<file path="src/hdl/lrupr_pkg.sv">
// lrupr_pkg: types and constants shared by the lru page replacement unit
// holds the request and response structs, default parameters and reset values
// no dependencies
package lrupr_pkg;

   localparam int MAX_FRAMES_DEFAULT = 16;
   localparam int PAGE_BITS_DEFAULT  = 20;

   localparam int PAGE_W   = 20;
   localparam int FRAME_W  = 4;
   localparam int STAMP_W  = 32;
   localparam int FAULT_W  = 32;
   localparam int CSR_W    = 5;

   localparam logic [CSR_W-1:0] FRAMES_RESET = 5'd3;

   typedef struct packed {
      logic [PAGE_W-1:0] page_number;
      logic              last_reference;
   } req_type;

   typedef struct packed {
      logic               hit;
      logic [FRAME_W-1:0] frame_index;
      logic               evicted_valid;
      logic [PAGE_W-1:0]  evicted_page;
      logic [FAULT_W-1:0] fault_total;
      logic               final_res;
   } rsp_type;

endpackage

</file>
<file path="src/hdl/lru_page_replacement_unit.sv">
// lru_page_replacement_unit: lru page replacement with last-use stamps, uses lrupr_pkg
// one item at a time, busy stays high meanwhile;
// the frame scan reads one frame per cycle from the page and stamp memories
// reset (synchronous, active high) empties the table, zeroes both counters, sets the
// frame count register to 3; the receiver cannot stall, each result shows for one cycle
module lru_page_replacement_unit #(
   parameter int MAX_FRAMES = lrupr_pkg::MAX_FRAMES_DEFAULT,
   parameter int PAGE_BITS  = lrupr_pkg::PAGE_BITS_DEFAULT
) (
   input  logic                        clock,
   input  logic                        reset,
   input  logic                        start,
   output logic                        busy,
   input  lrupr_pkg::req_type          req_payload,
   output logic                        rsp_valid,
   output lrupr_pkg::rsp_type          rsp_payload,
   input  logic                        csr_write_enable,
   input  logic [lrupr_pkg::CSR_W-1:0] csr_write_data
);
   import lrupr_pkg::*;

   localparam int IDX_W = (MAX_FRAMES > 1) ? $clog2(MAX_FRAMES) : 1;
   localparam int CNT_W = $clog2(MAX_FRAMES + 1);

   localparam logic [1:0] ST_IDLE   = 2'd0;
   localparam logic [1:0] ST_SCAN   = 2'd1;
   localparam logic [1:0] ST_DRAIN  = 2'd2;
   localparam logic [1:0] ST_COMMIT = 2'd3;

   // control and configuration registers
   logic [1:0]           state_ff, state_in;
   logic [CSR_W-1:0]     frames_ff;
   logic [MAX_FRAMES-1:0] valid_ff, valid_in;
   logic [STAMP_W-1:0]   use_ctr_ff, use_ctr_in;
   logic [FAULT_W-1:0]   fault_ctr_ff, fault_ctr_in;
   logic                 ev_valid_ff, ev_valid_in;
   logic                 rsp_valid_ff, rsp_valid_in;

   // item and scan registers
   logic [PAGE_BITS-1:0] page_ff;
   logic                 last_ff;
   logic [CNT_W-1:0]     count_ff;
   logic [IDX_W-1:0]     rd_idx_ff, rd_idx_in;
   logic [IDX_W-1:0]     ev_idx_ff;
   logic                 hit_found_ff, hit_found_in;
   logic [IDX_W-1:0]     hit_slot_ff, hit_slot_in;
   logic                 empty_found_ff, empty_found_in;
   logic [IDX_W-1:0]     empty_slot_ff, empty_slot_in;
   logic [STAMP_W-1:0]   oldest_ff, oldest_in;
   logic [IDX_W-1:0]     old_slot_ff, old_slot_in;
   logic [PAGE_BITS-1:0] old_page_ff, old_page_in;
   rsp_type              rsp_ff, rsp_in;

   // frame memories and their registered read data
   logic [PAGE_BITS-1:0] page_mem [MAX_FRAMES];
   logic [STAMP_W-1:0]   stamp_mem [MAX_FRAMES];
   logic [PAGE_BITS-1:0] page_q;
   logic [STAMP_W-1:0]   stamp_q;

   logic                 accept;
   logic [CNT_W-1:0]     count_clamped;
   logic                 scan_last;
   logic [IDX_W-1:0]     slot;
   logic                 mem_we;

   assign accept    = start && (state_ff == ST_IDLE);
   assign busy      = (state_ff != ST_IDLE);
   assign rsp_valid = rsp_valid_ff;
   assign rsp_payload = rsp_ff;

   // clamp the frame count register into 1..MAX_FRAMES
   always_comb begin
      if (frames_ff == '0) begin
         count_clamped = CNT_W'(1);
      end else if (int'(frames_ff) > MAX_FRAMES) begin
         count_clamped = CNT_W'(MAX_FRAMES);
      end else begin
         count_clamped = CNT_W'(frames_ff);
      end
   end

   assign scan_last = (CNT_W'(rd_idx_ff) == CNT_W'(count_ff - CNT_W'(1)));

   // chosen frame: hit, else first empty, else oldest stamp
   always_comb begin
      priority if (hit_found_ff) begin
         slot = hit_slot_ff;
      end else if (empty_found_ff) begin
         slot = empty_slot_ff;
      end else begin
         slot = old_slot_ff;
      end
   end

   assign mem_we = (state_ff == ST_COMMIT);

   // sequencer, scan accumulators and commit
   always_comb begin
      state_in       = state_ff;
      valid_in       = valid_ff;
      use_ctr_in     = use_ctr_ff;
      fault_ctr_in   = fault_ctr_ff;
      rd_idx_in      = rd_idx_ff;
      ev_valid_in    = (state_ff == ST_SCAN);
      rsp_valid_in   = 1'b0;
      hit_found_in   = hit_found_ff;
      hit_slot_in    = hit_slot_ff;
      empty_found_in = empty_found_ff;
      empty_slot_in  = empty_slot_ff;
      oldest_in      = oldest_ff;
      old_slot_in    = old_slot_ff;
      old_page_in    = old_page_ff;
      rsp_in         = rsp_ff;

      // evaluate the frame read in the previous cycle
      if (ev_valid_ff) begin
         if (!hit_found_ff && valid_ff[ev_idx_ff] && (page_q == page_ff)) begin
            hit_found_in = 1'b1;
            hit_slot_in  = ev_idx_ff;
         end
         if (!empty_found_ff && !valid_ff[ev_idx_ff]) begin
            empty_found_in = 1'b1;
            empty_slot_in  = ev_idx_ff;
         end
         if ((ev_idx_ff == '0) || (stamp_q < oldest_ff)) begin
            oldest_in   = stamp_q;
            old_slot_in = ev_idx_ff;
            old_page_in = page_q;
         end
      end

      unique case (state_ff)
         ST_IDLE: begin
            if (accept) begin
               state_in       = ST_SCAN;
               rd_idx_in      = '0;
               hit_found_in   = 1'b0;
               empty_found_in = 1'b0;
            end
         end
         ST_SCAN: begin
            if (scan_last) begin
               state_in = ST_DRAIN;
            end else begin
               rd_idx_in = rd_idx_ff + IDX_W'(1);
            end
         end
         ST_DRAIN: begin
            state_in = ST_COMMIT;
         end
         ST_COMMIT: begin
            state_in     = ST_IDLE;
            rsp_valid_in = 1'b1;
            if (!hit_found_ff && (fault_ctr_ff != '1)) begin
               fault_ctr_in = fault_ctr_ff + FAULT_W'(1);
            end
            valid_in[slot] = 1'b1;
            use_ctr_in     = use_ctr_ff + STAMP_W'(1);

            rsp_in.hit           = hit_found_ff;
            rsp_in.frame_index   = FRAME_W'(slot);
            rsp_in.evicted_valid = !hit_found_ff && !empty_found_ff;
            rsp_in.evicted_page  = (!hit_found_ff && !empty_found_ff) ?
                                   PAGE_W'(old_page_ff) : '0;
            rsp_in.fault_total   = fault_ctr_in;
            rsp_in.final_res     = last_ff;

            // end of string empties the table
            if (last_ff) begin
               valid_in     = '0;
               use_ctr_in   = '0;
               fault_ctr_in = '0;
            end
         end
         default: begin
            state_in = ST_IDLE;
         end
      endcase
   end

   // control registers
   always_ff @(posedge clock) begin
      if (reset) begin
         state_ff     <= ST_IDLE;
         frames_ff    <= FRAMES_RESET;
         valid_ff     <= '0;
         use_ctr_ff   <= '0;
         fault_ctr_ff <= '0;
         ev_valid_ff  <= 1'b0;
         rsp_valid_ff <= 1'b0;
      end else begin
         state_ff     <= state_in;
         valid_ff     <= valid_in;
         use_ctr_ff   <= use_ctr_in;
         fault_ctr_ff <= fault_ctr_in;
         ev_valid_ff  <= ev_valid_in;
         rsp_valid_ff <= rsp_valid_in;
         if (csr_write_enable) begin
            frames_ff <= csr_write_data;
         end
      end
   end

   // payload registers
   always_ff @(posedge clock) begin
      if (accept) begin
         page_ff  <= PAGE_BITS'(req_payload.page_number);
         last_ff  <= req_payload.last_reference;
         count_ff <= count_clamped;
      end
      rd_idx_ff      <= rd_idx_in;
      ev_idx_ff      <= rd_idx_ff;
      hit_found_ff   <= hit_found_in;
      hit_slot_ff    <= hit_slot_in;
      empty_found_ff <= empty_found_in;
      empty_slot_ff  <= empty_slot_in;
      oldest_ff      <= oldest_in;
      old_slot_ff    <= old_slot_in;
      old_page_ff    <= old_page_in;
      rsp_ff         <= rsp_in;
   end

   // frame memories: one write port at commit, one registered read port for the scan
   always_ff @(posedge clock) begin
      if (mem_we) begin
         stamp_mem[slot] <= use_ctr_ff;
         if (!hit_found_ff) begin
            page_mem[slot] <= page_ff;
         end
      end
      page_q  <= page_mem[rd_idx_ff];
      stamp_q <= stamp_mem[rd_idx_ff];
   end

   // checks
   a_accept_busy : assert property (@(posedge clock) disable iff (reset)
      accept |=> busy)
      else $error("busy not raised after an accepted transfer");

   a_commit_strobe : assert property (@(posedge clock) disable iff (reset)
      (state_ff == ST_COMMIT) |=> rsp_valid)
      else $error("commit without result strobe");

   a_single_strobe : assert property (@(posedge clock) disable iff (reset)
      rsp_valid |=> !rsp_valid)
      else $error("result strobe held for more than one cycle");

   a_scan_range : assert property (@(posedge clock) disable iff (reset)
      ev_valid_ff |-> (CNT_W'(ev_idx_ff) < count_ff))
      else $error("scan evaluated a frame beyond the active count");

   a_string_clear : assert property (@(posedge clock) disable iff (reset)
      (rsp_valid && rsp_payload.final_res) |-> (valid_ff == '0) && (fault_ctr_ff == '0))
      else $error("table not emptied after the final reference");

endmodule

</file>
<file path="config.mk">
export PLATFORM = sky130hd
export DESIGN_NAME = lru_page_replacement_unit
export DESIGN_NICKNAME = d
export VERILOG_FILES = /design/src/hdl/lrupr_pkg.sv /design/src/hdl/lru_page_replacement_unit.sv
export SDC_FILE = /design/constraint.sdc
export NUM_CORES = 1
export LEC_CHECK = 0
export ABC_CLOCK_PERIOD_IN_PS = 5500
export BUFFER_PORTS_ARGS = -buffer_cell sky130_fd_sc_hd__buf_2
export CAP_MARGIN = 20
export CORE_UTILIZATION = 50
export DETAILED_ROUTE_END_ITERATION = 12
export PLACE_DENSITY = 0.74
export SYNTH_ARGS = -nofsm -noshare
export SYNTH_HDL_FRONTEND = slang
export SYNTH_SLANG_ARGS = --single-unit
</file>
<file path="constraint.sdc">
create_clock -name clock -period 5.5 [get_ports clock]
set_input_delay 0.275 -clock clock [delete_from_list [all_inputs] [get_ports clock]]
set_output_delay 0.275 -clock clock [all_outputs]
set_load 0.01 [all_outputs]
</file>
Yosys cells after proc, flatten, opt, wreduce, memory -nomap -nowiden. Memories as Yosys holds them, arrays and structs flattened. A register that Yosys moved wholly into a read port is not among the register bits. Cells that the tools add are included.

Bits in registers: 248. Memory bits (writable): 832. Memories: 2. Input port bits: 30. Output and inout bits: 61.

$lt $le $gt $ge: 5. Muxes and demuxes: 30. Equal/unequal tests: 9. Add/subtract/negate cells: 4. Bitwise logic cells: 1. Reduce and logical (&&, ||, !) cells: 22.

Memories: stamp_mem (depth 16, width 32, read ports 1, clocked after Yosys merged registers in 1, wr ports 1, line lru_page_replacement_unit.sv:56) `logic [STAMP_W-1:0] stamp_mem [MAX_FRAMES];`; page_mem (depth 16, width 20, read ports 1, clocked after Yosys merged registers in 1, wr ports 1, line lru_page_replacement_unit.sv:55) `logic [PAGE_BITS-1:0] page_mem [MAX_FRAMES];`.

Operator list (count): 32-bit 2-to-1 mux (3); 32-bit by 1-bit adder with 32-bit output, second input constant (2); 32-bit less-than comparator (1); 32-bit inequality test, second input constant (1); 20-bit == test (1); 16-bit 2-to-1 mux (1); 4-bit 2-to-1 mux (4); 16-bit OR (1); 1-bit 2-to-1 mux (15); 4-bit by 5-bit less-than comparator with 1-bit output, second input constant (2); 2-bit one-hot mux with 4 select lines (1); 4-bit one-hot mux with 2 select lines (1); 2-bit AND reduction (4); 1-bit logical AND (7); 4-bit by 5-bit == test with 1-bit output (1); 5-bit > comparator, second input constant (1); 5-bit zero test (1); 5-bit 2-to-1 mux (1); 5-bit by 1-bit subtractor with 5-bit output, second input constant (1); 4-bit by 1-bit adder with 4-bit output, second input constant (1); 1-bit binary-select mux with 4-bit select (1); 1-bit demux with 4-bit select (1); 2-bit == test, second input constant (2); 4-bit by 1-bit greater-or-equal comparator with 1-bit output, second input constant (1); 11 further kinds (16).

Depth between registers and ports, before layout. Gate-level depths: netlist (run 1).

Word-level depth: 8. Gate-level depth with buffers: 8.

Least setup slack after synthesis (run 1). Ideal clock, no wire load.

Kind: reg-to-reg. From: register oldest_ff[27]. To: register old_page_ff[0] (enable). Arrival: 5378 ps. Slack: -434 ps. Clock period less this slack: 5934 ps. Buffers on the path: 0. Required time: 4944 ps. Cell stages (with the launch flop): 8. Path through: edfxtp_1 > inv_1 > ha_1 > a21oi_1 > o21ai_0 > a221oi_1 > o2111ai_1 > a21boi_0.

Cells in the longest elaborated chain, start to end: 3.

Ends and longest elaborated chain: start: declaration (line lru_page_replacement_unit.sv:49) `logic [STAMP_W-1:0] oldest_ff, oldest_in;`; start signal: assignment (line lru_page_replacement_unit.sv:217) `oldest_ff <= oldest_in;`; 32-bit less-than comparator (line lru_page_replacement_unit.sv:125) `if ((ev_idx_ff == '0) || (stamp_q < oldest_ff)) begin`; 1-bit logical OR (line lru_page_replacement_unit.sv:125); 2-bit AND reduction (no line); end signal: assignment (line lru_page_replacement_unit.sv:219) `old_page_ff <= old_page_in;`; end: declaration (line lru_page_replacement_unit.sv:51) `logic [PAGE_BITS-1:0] old_page_ff, old_page_in;`.

No other way between the ends. A chain may end at the register's enable or synchronous reset.

Worst setup path after layout (run 1).
From: register state_ff[0]. To: memory stamp_mem[15][8] (enable).

Cells in the longest elaborated chain, start to end: 3.

Ends and longest elaborated chain: start: declaration (line lru_page_replacement_unit.sv:31) `logic [1:0] state_ff, state_in;`; start signal: assignment (line lru_page_replacement_unit.sv:192) `state_ff <= state_in;`; 2-bit == test (line lru_page_replacement_unit.sv:95) `assign mem_we = (state_ff == ST_COMMIT);`; named net mem_we (line lru_page_replacement_unit.sv:64) `logic mem_we;`; 1-bit 2-to-1 mux (line lru_page_replacement_unit.sv:225) `if (mem_we) begin`; 1-bit 2-to-1 mux (implied by the code) (line lru_page_replacement_unit.sv:226) `stamp_mem[slot] <= use_ctr_ff;`; end: declaration (line lru_page_replacement_unit.sv:56).

The timed path passes the listed nets, and every way through them passes these cells.

==> results of run 1 <==
layout make-up:
cell class | count | share of cell area, %
Clock buffer | 137 | 5.870
Sequential cell | 1132 | 65.76
Clock inverter | 69 | 1.437
Multi-Input combinational cell | 908 | 21.09
Timing Repair Buffer | 171 | 2.535
Inverter | 55 | 0.4175
Tap cell | 1144 | 2.894
per-layer routing:
layer / global-route usage [%] / share of wire (%) / up-vias
li1: - / - / 9274
met1: 28.46 / 39 / 11322
met2: 35.43 / 50 / 1028
met3: 4.603 / 8.6 / 149
met4: 5.607 / 2.4 / 0
met5: 0 / 0 / -
Yosys cell counts, drive strengths merged, types with 2 or more instances:
cell,number,share of area [%]
nand4,23,0.37
nand2b,4,0.058
a32oi,5,0.10
o211ai,7,0.12
mux2i,12,0.28
buf,37,0.37
edfxtp,985,68
o21ai,30,0.35
and2,31,0.45
ha,42,1.2
xnor2,34,0.69
a211oi,6,0.10
o311ai,5,0.10
xor2,45,0.91
nor2b,3,0.043
inv,54,0.47
nor3b,3,0.052
a311o,2,0.046
o31ai,5,0.087
dfxtp,147,6.8
a21oi,31,0.36
o41a,2,0.052
or2,5,0.072
o21a,17,0.29
nand2,71,0.61
or4,11,0.20
nor4,23,0.36
a2bb2oi,2,0.040
nand3,34,0.39
nor2,73,0.63
or3b,2,0.040
and4,13,0.26
a31oi,15,0.22
nor3,42,0.48
a31o,2,0.040
or3,14,0.20
clkbuf,79,0.69
a21o,3,0.052
nor4b,3,0.061
and3,8,0.12
mux4,265,14
o41ai,3,0.061
timing repair:
action / in CTS / in global routing
hold buffers: 32 / 0
gates resized for setup: 0 / 0
endpoints found under the setup margin: 0 / 0
hold endpoints to repair: 27 / 0
per-stage QoR:
step / utilization (%) / hold slack [ps] / instance area (um^2)
global placement: 53.07 / 415.7 / 45400
detailed placement: 53.21 / 421.9 / 45520
finish: 57.81 / 62.36 / 49450
floorplan: - / 346.2 / 43390
CTS: 57.81 / 7.468 / 49450
global route: 57.81 / 34.67 / 49450
power groups by stage:
stage	combinational (mW)	clock, mW	sequential (mW)
floorplan	3.39	0	10.5
global placement	4.54	0	10.7
detailed placement	4.64	0	10.7
CTS	4.69	7.57	10.5
global route	4.95	7.87	10.6
finish	4.62	7.46	10.5
sequential cells by signal, summed over array words and instances (netlist names), 2 cells and up:
name / cells
old_page_ff: 20
page_ff: 20
count_ff: 5
use_ctr_ff: 32
ev_idx_ff: 4
page_mem: 320
fault_ctr_ff: 32
state_ff: 2
rd_idx_ff: 4
oldest_ff: 32
stamp_mem: 512
hit_slot_ff: 4
empty_slot_ff: 4
frames_ff: 5
stamp_q: 32
rsp_payload: 59
valid_ff: 16
old_slot_ff: 4
page_q: 20
worst paths after layout:
kind                           endpoint  depth (start not counted)  slack (ps)
max          stamp_mem[15][8]$_DFFE_PP_                          5        1980
min           frames_ff[2]$_SDFFE_PP0P_                          2          60
max reg2reg  stamp_mem[15][8]$_DFFE_PP_                          5        1980
min reg2reg      oldest_ff[9]$_DFFE_PP_                          0         430
cells by family (layout without fill, tap and decap cells):
| group | after synthesis | count (layout) |
|---|---|---|
| AO/OA/AOI/OAI | 144 | 144 |
| XOR/XNOR | 79 | 79 |
| adder cells (fa/ha/maj) | 42 | 42 |
| buffers and inverters | 171 | 432 |
| flip-flops | 1132 | 1132 |
| multiplexers | 278 | 278 |
| AND/OR/NAND/NOR | 365 | 365 |
==> results.py, run 1 <==
metrics = {
    "logic_synthesis": {
        "synth_warnings": 0,
        "syn-instance-count": 2211,
        "synth_nets": 2283,
        "synth_top_family_by_area": "multiplexers",
        "yosys.area_share.simple_pct": 4.438,
        "async_flop_share_pct": 0,
        "yosysSeqAreaShare_pct": 74.95,
        "synth_edf_count": 985,
        "synth_compound_area_share_pct": 2.206,
        "synth_fa_ha_area_share_pct": 1.211,
        "synthMuxAreaShare_pct": 14.06,
        "synthDistinctLibCells": 61,
        "synthXorXnorAreaFrac_pct": 1.595,
        "netlist_area_mm2": 0.04339,
        "syn_area_per_cell_um2": 19.62,
        "ys.flop_type": "edfxtp_1",
        "ys_seq_elements": 1132,
    },
    "clock_tree": {
        "cts_root_buf": "clkbuf_16",
        "cts_sinks": 1132,
        "h-tree-depth": 3,
        "insertion_delay_ps": 680,
        "clock_path_buffers": 3,
        "clkSlewWorstSetupHoldPaths_ps": 60,
        "cts_setup_buffers": 0,
        "cts_tree": "yes",
        "cts_made_buffers": 109,
    },
    "worst_setup_path": {
        "path_max_fanout": 71,
        "cp.required_ps": 5870,
        "endpoint_kind": "register",
        "criticalPathCategory": "register to register",
        "slowest_delay_ps": 800,
        "slowest_stage": "nor2_4",
        "worstReg2RegStart": "state_ff[0]$_SDFFE_PP0P_",
        "worstPathCellList": "ha_4 > buf_4 > nand3_1 > nor2_4 > buf_16",
        "critPathTopFamily": "simple AND/OR/NAND/NOR gates",
        "critical_path_buf_inv_count": 2,
        "worstPathArrival_ps": 3890,
        "start_kind": "register",
        "crit_start": "state_ff[0]$_SDFFE_PP0P_",
    },
    "timing": {
        "relSlewSlack_pct": 1.867,
        "slew_violations": 0,
        "worst_slack_ps": 1982,
        "finClkSkew_ps": 56.84,
        "rsz0062_at_grt": "false",
        "fin_crit_sh_pct": 63.96,
        "finalHoldViolCount": 0,
        "fmax_ghz": 0.2843,
        "fin_tns_setup_ps": 0,
        "worst_slew_pin_slew_ps": 1472,
        "period_minus_slack_ps": 3518,
        "setup_viol": 0,
    },
    "layout": {
        "final_cell_mix": "985 x edfxtp_1, 265 x mux4_2, 147 x dfxtp_1",
        "stdcell_count": 3616,
        "multi_input_area_mm2": 0.01043,
        "num_antenna_cells": 0,
        "num-fill-cells": 5997,
        "drive_gt1_share_pct": 25.20,
        "final-seq-area_mm2": 0.03252,
        "areaGrowthSynthToFinish_pct": 13.98,
        "final_common_cell": "edfxtp_1",
        "fin_nets": 2449,
    },
    "die": {
        "fp.dieW_um": 296.6,
        "die_area_mm2": 0.08796,
        "ioPinCount": 91,
        "fp.coreArea_mm2": 0.08555,
        "dieHeight_um": 296.6,
        "initial_core_util_pct": 50.72,
        "fp-row-count": 107,
    },
    "power": {
        "power.total_mw": 22.61,
        "peakVddDrop_mv": 0.5142,
        "combPwrFrac_pct": 20.4,
        "clkPwrFrac_pct": 33.0,
        "switching_share_pct": 26.30,
        "switching_power_mw": 5.947,
        "leakage_nw": 16.02,
        "seqPwrFrac_pct": 46.6,
        "power_density_mw_per_mm2": 457.2,
        "p_int_mw": 16.66,
    },
    "detailed_routing": {
        "route.detailed.drc": 0,
        "detail-route-antenna-nets": 0,
        "wl_per_cell_um": 25.21,
        "vias": 21773,
        "routed_wl_mm": 91.16,
        "viasPerCell": 6.021,
        "initialDrtViolationCount": 2205,
        "drt_first_pass_iters": 7,
    },
    "placement": {
        "portBuffers": 90,
        "dp.cells": 3378,
        "gp_congestion": 0.8673,
        "place_hpwl_mm": 51.98,
        "place_ws_ps": 1962,
    },
    "global_routing": {
        "grt_usage_pct": 21.24,
        "grt_max_degree": 162,
        "antenna_found_initial": 0,
        "grt_first_pass_wirelength_mm": 137.5,
        "grt_pass1_vias": 22182,
        "globalRouteOverflowTotal": 0,
    },
    "run": {
        "cap_violations": 0,
    },
    "min_path": {
        "hold_path.class": "input pin to register",
        "worstHoldStart": "reset",
    },
    "run_status": {
        "outcome": "completed",
    },
}
Power figures use the tool's default switching activity.
==> run 2, diff against run 1 <==
--- a/config.mk
+++ b/config.mk
@@ -5,12 +5,12 @@
 export SDC_FILE = /design/constraint.sdc
 export NUM_CORES = 1
 export LEC_CHECK = 0
-export ABC_CLOCK_PERIOD_IN_PS = 5500
+export ABC_CLOCK_PERIOD_IN_PS = 3300
 export BUFFER_PORTS_ARGS = -buffer_cell sky130_fd_sc_hd__buf_2
 export CAP_MARGIN = 20
 export CORE_UTILIZATION = 50
 export DETAILED_ROUTE_END_ITERATION = 12
-export PLACE_DENSITY = 0.74
+export PLACE_DENSITY = 0.72
 export SYNTH_ARGS = -nofsm -noshare
 export SYNTH_HDL_FRONTEND = slang
 export SYNTH_SLANG_ARGS = --single-unit
==> constraint.sdc (replaced) <==
create_clock -name clock -period 3.3 [get_ports clock]
set_input_delay 0.165 -clock clock [delete_from_list [all_inputs] [get_ports clock]]
set_output_delay 0.165 -clock clock [all_outputs]
set_load 0.01 [all_outputs]
==> results.py, run 2 (synthesis results as in run 1) <==
metrics = {
    "global_routing": {
        "grt_max_degree": 83,
        "globalRouteOverflowTotal": 0,
        "grt_usage_pct": 21.75,
        "grt_pass1_vias": 22382,
        "grt_first_pass_wirelength_mm": 141.0,
        "antenna_found_initial": 0,
    },
    "worst_setup_path": {
        "r2r-end": "oldest_ff[31]$_DFFE_PP_",
        "worstPathArrival_ps": 3180,
        "cp.required_ps": 3630,
        "r2r_slack_ps": 460,
        "rr_worst_depth": 8,
        "worstReg2RegStart": "oldest_ff[27]$_DFFE_PP_",
        "slowest_delay_ps": 530,
        "start_kind": "register",
        "worstPathCellList": "inv_1 > ha_1 > a21oi_1 > o21ai_0 > a221oi_1 > o2111ai_1 > a21boi_4 > buf_4",
        "crit_start": "oldest_ff[27]$_DFFE_PP_",
        "path_max_fanout": 20,
        "slowest_stage": "a221oi_1",
        "criticalPathCategory": "register to register",
        "worst-path-stages": 8,
        "critPathTopFamily": "compound AO/OA/AOI/OAI gates",
        "endpoint_kind": "register",
        "critical_path_buf_inv_count": 2,
    },
    "die": {
        "dieHeight_um": 296.6,
        "die_area_mm2": 0.08796,
        "fp-row-count": 107,
        "initial_core_util_pct": 50.72,
        "fp.dieW_um": 296.6,
        "ioPinCount": 91,
        "fp.coreArea_mm2": 0.08555,
    },
    "timing": {
        "rsz0062_at_grt": "false",
        "worst_slew_pin_slew_ps": 1190,
        "fmax_ghz": 0.3516,
        "setup_viol": 0,
        "slew_violations": 0,
        "fin_crit_sh_pct": 86.19,
        "fin_tns_setup_ps": 0,
        "worst_slack_ps": 455.6,
        "finalHoldViolCount": 0,
        "period_minus_slack_ps": 2844,
        "hold_slack_ps": 171.6,
        "finClkSkew_ps": 54.43,
        "relSlewSlack_pct": 20.70,
    },
    "layout": {
        "design_area_mm2": 0.05028,
        "drive_gt1_share_pct": 26.72,
        "stdcell_count": 3666,
        "areaGrowthSynthToFinish_pct": 15.90,
        "final_common_cell": "edfxtp_1",
        "num_antenna_cells": 0,
        "regMostFlops": "stamp_mem",
        "largest_reg_flops": 512,
        "fin_nets": 2499,
        "postLayoutCoreUtil_pct": 58.78,
        "final_cell_mix": "985 x edfxtp_1, 265 x mux4_2, 146 x dfxtp_1",
    },
    "run": {
        "cap_violations": 0,
    },
    "placement": {
        "place_hpwl_mm": 51.69,
        "dp.cells": 3422,
        "dpl_cell_area_mm2": 0.04621,
        "place_ws_ps": 466.0,
        "gp_congestion": 0.8602,
        "portBuffers": 90,
    },
    "power": {
        "leakage_nw": 16.33,
        "peakVddDrop_mv": 0.6738,
        "power_density_mw_per_mm2": 757.4,
        "power.total_mw": 38.08,
    },
    "clock_tree": {
        "cts_tree": "yes",
        "clock_path_buffers": 3,
        "cts_root_buf": "clkbuf_16",
        "insertion_delay_ps": 700,
        "cts_setup_buffers": 0,
        "cts_made_buffers": 109,
        "h-tree-depth": 3,
        "clkSlewWorstSetupHoldPaths_ps": 60,
        "cts_sinks": 1132,
    },
    "detailed_routing": {
        "detail-route-antenna-nets": 0,
        "routed_wl_mm": 92.82,
        "wl_per_cell_um": 25.32,
        "initialDrtViolationCount": 2157,
        "viasPerCell": 5.950,
        "vias": 21814,
        "drt_first_pass_iters": 5,
        "route.detailed.drc": 0,
    },
    "min_path": {
        "hold_path.class": "input pin to register",
        "worstHoldStart": "req_payload[6]",
        "hold_path_depth": 2,
        "hold_path_end": "page_ff[5]$_DFFE_PP_",
    },
    "run_status": {
        "outcome": "completed",
    },
}
==> run 2: cell count changes in the layout (fill, tap and decap cells not counted), sizes merged <==
cell	delta
inv	-4
clkinvlp	+3
dlygate4sd3	+6
clkbuf	+15
clkinv	-12
buf	+44
bufinv	-2
==> run 2: how the worst max path moves through the flow <==
stage,to,slack [ps]
floorplan,page_mem[12][0]$_DFFE_PP_,-180
global placement,oldest_ff[24]$_DFFE_PP_,590
detailed placement,oldest_ff[25]$_DFFE_PP_,470
CTS,oldest_ff[27]$_DFFE_PP_,440
global route,stamp_mem[7][29]$_DFFE_PP_,330
finish,oldest_ff[31]$_DFFE_PP_,460
==> run 2: report_power, final <==
| part | leakage, nW | total [mW] | internal [mW] | switching, mW |
|---|---|---|---|---|
| Sequential | 10.2 | 17.5 | 16.8 | 0.680 |
| Clock | 1.80 | 12.6 | 7.24 | 5.35 |
| Combinational | 4.32 | 8.03 | 3.96 | 4.07 |
==> run 2: final cells by class <==
type | count | area [um^2]
Fill cell | 5963 | 35260
Sequential cell | 1132 | 32520
Multi-Input combinational cell | 908 | 10500
Clock buffer | 152 | 3059
Timing Repair Buffer | 221 | 1929
Tap cell | 1144 | 1431
Clock inverter | 54 | 635.6
Inverter | 55 | 206.4
==> run 2: repair_timing <==
item / in CTS / in global routing
gates resized for setup: 0 / 0
hold buffers: 38 / 0
endpoints found under the hold margin: 39 / 0
==> run 2: routing by layer <==
layer / GRT usage (%) / part of all wire (%) / vias up
met5: 0 / 0 / -
met4: 5.758 / 1.8 / 0
met3: 3.310 / 6.4 / 123
met2: 37.00 / 51 / 839
met1: 29.45 / 41 / 11449
li1: - / - / 9403
